<file path="config.mk">
export PLATFORM = sky130hd
export DESIGN_NAME = drrq_cell
export DESIGN_NICKNAME = d
export VERILOG_FILES = /design/src/hw/rtl/drrq_pkg.sv /design/src/hw/rtl/drrq_cell.sv
export SDC_FILE = /design/constraint.sdc
export NUM_CORES = 1
export LEC_CHECK = 0
export BUFFER_PORTS_ARGS = -buffer_cell sky130_fd_sc_hd__buf_4
export CAP_MARGIN = 15
export CORE_MARGIN = 2
export CORE_UTILIZATION = 38
export DETAILED_ROUTE_END_ITERATION = 7
export HOLD_SLACK_MARGIN = 0.03
export PLACE_DENSITY_LB_ADDON = 0.08
export SYNTH_ARGS = -nofsm -noshare
export SYNTH_HDL_FRONTEND = slang
export SYNTH_SLANG_ARGS = --single-unit
</file>
<file path="constraint.sdc">
create_clock -name clock -period 1.8 [get_ports clock]
set_input_delay 0.18 -clock clock [delete_from_list [all_inputs] [get_ports clock]]
set_output_delay 0.18 -clock clock [all_outputs]
set_load 0.03 [all_outputs]
</file>
<file path="src/hw/rtl/drrq_pkg.sv">
// Shared types, constants and a helper function of the deduplicating release queue.
`default_nettype none

package drrq_pkg;

   localparam int QUEUE_DEPTH = 64;
   localparam int MAX_BURST   = 16;

   localparam int ID_W       = 32;
   localparam int TAG_W      = 32;
   localparam int TICK_W     = 16;
   localparam int RC_W       = 5;
   localparam int CSR_IDX_W  = 2;
   localparam int CSR_DATA_W = 16;

   localparam int CNT_W   = $clog2(QUEUE_DEPTH + 1);
   localparam int BURST_W = $clog2(MAX_BURST + 1);
   localparam int LIM_W   = (RC_W > BURST_W) ? RC_W : BURST_W;

   // Request kinds.
   localparam logic [1:0] KIND_REG   = 2'd0;
   localparam logic [1:0] KIND_UNREG = 2'd1;
   localparam logic [1:0] KIND_TICK  = 2'd2;

   // Configuration register indexes.
   localparam logic [CSR_IDX_W-1:0] CSR_ENABLE        = 2'd0;
   localparam logic [CSR_IDX_W-1:0] CSR_DELAY_TICKS   = 2'd1;
   localparam logic [CSR_IDX_W-1:0] CSR_RELEASE_COUNT = 2'd2;

   // Result status codes.
   localparam logic STATUS_RELEASED = 1'b0;
   localparam logic STATUS_REJECTED = 1'b1;

   typedef struct packed {
      logic [1:0]       kind;
      logic [ID_W-1:0]  unit_id;
      logic [TAG_W-1:0] request_tag;
   } req_type;

   typedef struct packed {
      logic             status;
      logic [ID_W-1:0]  out_unit_id;
      logic [TAG_W-1:0] out_tag;
      logic             last;
   } rsp_type;

   // Per-cell control from the sequencer.
   typedef struct packed {
      logic capture;   // latch the key compare result
      logic occupied;  // cell lies below the fill count
      logic shift;     // take the upper neighbor's entry
      logic load;      // take the new entry
   } cell_ctl_type;

   typedef enum logic [2:0] {
      ST_IDLE,
      ST_SEARCH,
      ST_UPDATE,
      ST_REJECT,
      ST_RELEASE
   } state_type;

   // Inclusive prefix OR from index 0 upward, built as a log-depth network.
   function automatic logic [QUEUE_DEPTH-1:0] prefix_or(input logic [QUEUE_DEPTH-1:0] v);
      logic [QUEUE_DEPTH-1:0] r;
      logic [QUEUE_DEPTH-1:0] p;
      r = v;
      for (int s = 1; s < QUEUE_DEPTH; s = s * 2) begin
         p = r;
         for (int i = s; i < QUEUE_DEPTH; i++) begin
            r[i] = p[i] | p[i-s];
         end
      end
      return r;
   endfunction

endpackage

`default_nettype wire

</file>
<file path="src/hw/rtl/drrq_cell.sv">
// One queue slot: holds an id and tag, compares against the search key, shifts toward the head.
`default_nettype none

module drrq_cell (
   input  wire logic                        clock,
   input  wire drrq_pkg::cell_ctl_type      ctl,
   input  wire logic [drrq_pkg::ID_W-1:0]   key_id,
   input  wire logic [drrq_pkg::TAG_W-1:0]  new_tag,
   input  wire logic [drrq_pkg::ID_W-1:0]   up_id,
   input  wire logic [drrq_pkg::TAG_W-1:0]  up_tag,
   output logic      [drrq_pkg::ID_W-1:0]   id,
   output logic      [drrq_pkg::TAG_W-1:0]  tag,
   output logic                             match
);

   logic [drrq_pkg::ID_W-1:0]  id_ff;
   logic [drrq_pkg::TAG_W-1:0] tag_ff;
   logic                       match_ff;

   // Load has priority: the append slot may also lie in the shifting range.
   always_ff @(posedge clock) begin
      if (ctl.load) begin
         id_ff  <= key_id;
         tag_ff <= new_tag;
      end else if (ctl.shift) begin
         id_ff  <= up_id;
         tag_ff <= up_tag;
      end
      if (ctl.capture) begin
         match_ff <= ctl.occupied && (id_ff == key_id);
      end
   end

   assign id    = id_ff;
   assign tag   = tag_ff;
   assign match = match_ff;

endmodule

`default_nettype wire

</file>
==> impl_metrics.toml <==
[setup_path]
crit_arrival_ns = 1.57
cp_max_fo = 2
endpoint_kind = "register"
worstPathRequired_ns = 1.98
start_kind = "register"
reg2regPathDepth = 4
reg2reg_from = "id[16]$_DFFE_PP_"
max_stage_delay_ns = 0.42
rr_endpoint = "match$_DFFE_PP_"
cp_slowest_cell = "edfxtp_1"
crit_chain = "xor2_1, nor4_1, nand4_1, nor3_2"
criticalPathCategory = "register to register"
critPathLaunch = "id[16]$_DFFE_PP_"
endpoint = "match$_DFFE_PP_"
r2r_setup_slack_ns = 0.41

[timing]
rsz0062_at_grt = "false"
drv_slew = 0
setup_viol = 0
worst_slew_pin_slew_ns = 0.298
slew_headroom_pct = 79.9
fmax_mhz = 722
fin_tns_setup_ns = 0
clock_skew_ns = 0.00699
hold_violations = 0
period_minus_slack_ns = 1.39
hold_slack_ns = 0.145
finalCritPeriodShare_pct = 77.0

[drt]
wl_um = 7630
vias_per_cell = 4.66
ant_nets = 0
drc = 0
drt_pre_antenna_iters = 4
vias = 2304
drtIter0Drc = 68
wire_per_inst_um = 15.4

[placed_design]
dp.cells = 477
gp_congestion = 0.705
portBuffers = 197

[synthesis]
seq_area_frac_synth_pct = 63.3
synthCells = 181
yosys.area.top_type = "edfxtp_1"
synth.distinct_cells = 12
yosys_warnings = 0
yosys.area.top_type_share_pct = 63.3
synth_area_per_cell_um2 = 17.0
syn-cell-area_um2 = 3080
synth_area_leaders = "edfxtp_1 (63%), mux2_2 (23%), xor2_1 (8.8%)"
yosys_register_bits = 65
syn_nets = 314

[global_route]
antenna_found_initial = 0
grt_pass1_vias = 2397
grt_pass1_wl_um = 11600
grt_overflow = 0
grt.total_usage_pct = 17.4
grt_max_degree = 52

[cells_and_area]
stdcell_count = 494
drive_above_1_share_pct = 70.9
synthToLayoutAreaGrowth_pct = 58.9
finalNetCount = 520
insertedDiodeCount = 0

[power]
irDropWorstVdd_mv = 0.440
p_total_mw = 4.21
power.internal_mw = 3.03
p_seq_share_pct = 46.0
power.leakage_nw = 2.13
pwr-share-clk_pct = 27.5
p_comb_share_pct = 26.5
switchingPower_mw = 1.18
pwr_density_cell_nw_per_um2 = 859
sw_frac_of_total_pct = 28.0

[worst_hold_path]
worst_hold_startpoint = "up_id[24]"
hold_class = "input port to register"
whs_path_depth = 2

[die]
die_area_um2 = 8850
core_um2 = 7810
die_w_um = 94.1
die_y_um = 94.1
start_util_pct = 39.5
num_io_pins = 198
rows = 32

[clock_network]
cts_buffers = 9
cts_tree = "done"
clock_path_buffers = 2
ctsHtreeMaxLevel = 3
cts.clk_slew.worst_paths_ns = 0.07
clock_latency_ns = 0.33
cts_sinks = 65
postCtsSetupBuffers = 0
clockRootBuffer = "clkbuf_8"

[flow_run]
cap_violations = 0

[run_status]
outcome = "finished clean"
==> flip-flops by register name, indices dropped and copies added (netlist names) <==
signal,count
id,32
match,1
tag,32
==> Yosys cell counts <==
cell type	instances
xor2_1	31
or2_2	1
nor3_2	1
nand3_1	2
nor3_1	1
mux2_2	64
buf_2	2
nand4_1	1
xnor2_1	1
edfxtp_1	65
nor4_1	7
buf_4	5
==> stage by stage <==
stage               utilization (%)  setup slack, ns  cell area (µm²)
finish                         62.7            0.414             4900
global route                   62.7            0.263             4900
CTS                            62.6            0.345             4890
detailed placement             60.3            0.364             4710
global placement               60.3            0.381             4710
floorplan                         -           0.0112             3080
==> power groups by stage <==
stage,logic (mW),registers [mW],clock network (mW)
after CTS,1.13,1.94,1.19
after detailed placement,1.13,1.97,0
after floorplan,0.243,2.30,0
after global routing,1.19,1.95,1.25
after global placement,1.12,1.96,0
final,1.12,1.93,1.16
==> cells in the final DEF, fill, tap and decap left out, drive strengths merged, types with 2 or more instances in the layout <==
cell      n
nand3     2
clkbuf   11
xor2     31
clkinv    4
mux2     64
buf     201
nor4      7
edfxtp   65
nor3      2
==> repair_timing <==
item | in CTS | in global routing
hold buffers | 0 | 1
gates resized for setup | 0 | 0
hold endpoints to repair | 0 | 1
==> logic make-up (layout without fill, tap and decap cells) <==
logic type	count (synthesis)	count (layout)	share of synthesized area (%)
muxes	64	64	23.4
DFF	65	65	63.3
buffers and inverters	7	218	1.54
and+or+nand+nor	13	13	2.64
xor gates and xnor gates	32	32	9.09
==> final cells by class <==
class / count / area, µm²
Tap cell: 102 / 128
Clock buffer: 11 / 131
Sequential cell: 65 / 1950
Timing Repair Buffer: 202 / 1560
Multi-Input combinational cell: 109 / 1080
Fill cell: 628 / 2910
Clock inverter: 5 / 46.3
==> critical path, delay by kind of cell, from the launching register on <==
family	cells	cell delay (ns)
DFF	1	0.42
xor gates and xnor gates	1	0.16
and+or+nand+nor	3	0.66
==> worst min path at each step <==
stage / to / slack (ns)
after floorplan: match$_DFFE_PP_ / 0.29
after global routing: tag[1]$_DFFE_PP_ / 0.13
after CTS: match$_DFFE_PP_ / 0.03
final: id[24]$_DFFE_PP_ / 0.15
after global placement: match$_DFFE_PP_ / 0.38
after detailed placement: match$_DFFE_PP_ / 0.38
==> layer usage <==
metal / wire, µm / up-vias / GRT usage (%) / share of wire (%)
met5: 0 / - / 0 / 0
met4: 109 / 0 / 6.88 / 1.4
met3: 798 / 10 / 6.74 / 10
li1: - / 1106 / - / -
met2: 3830 / 118 / 29.0 / 50
met1: 2900 / 1070 / 20.2 / 38
No activity file was read; power rests on OpenSTA's default activity.
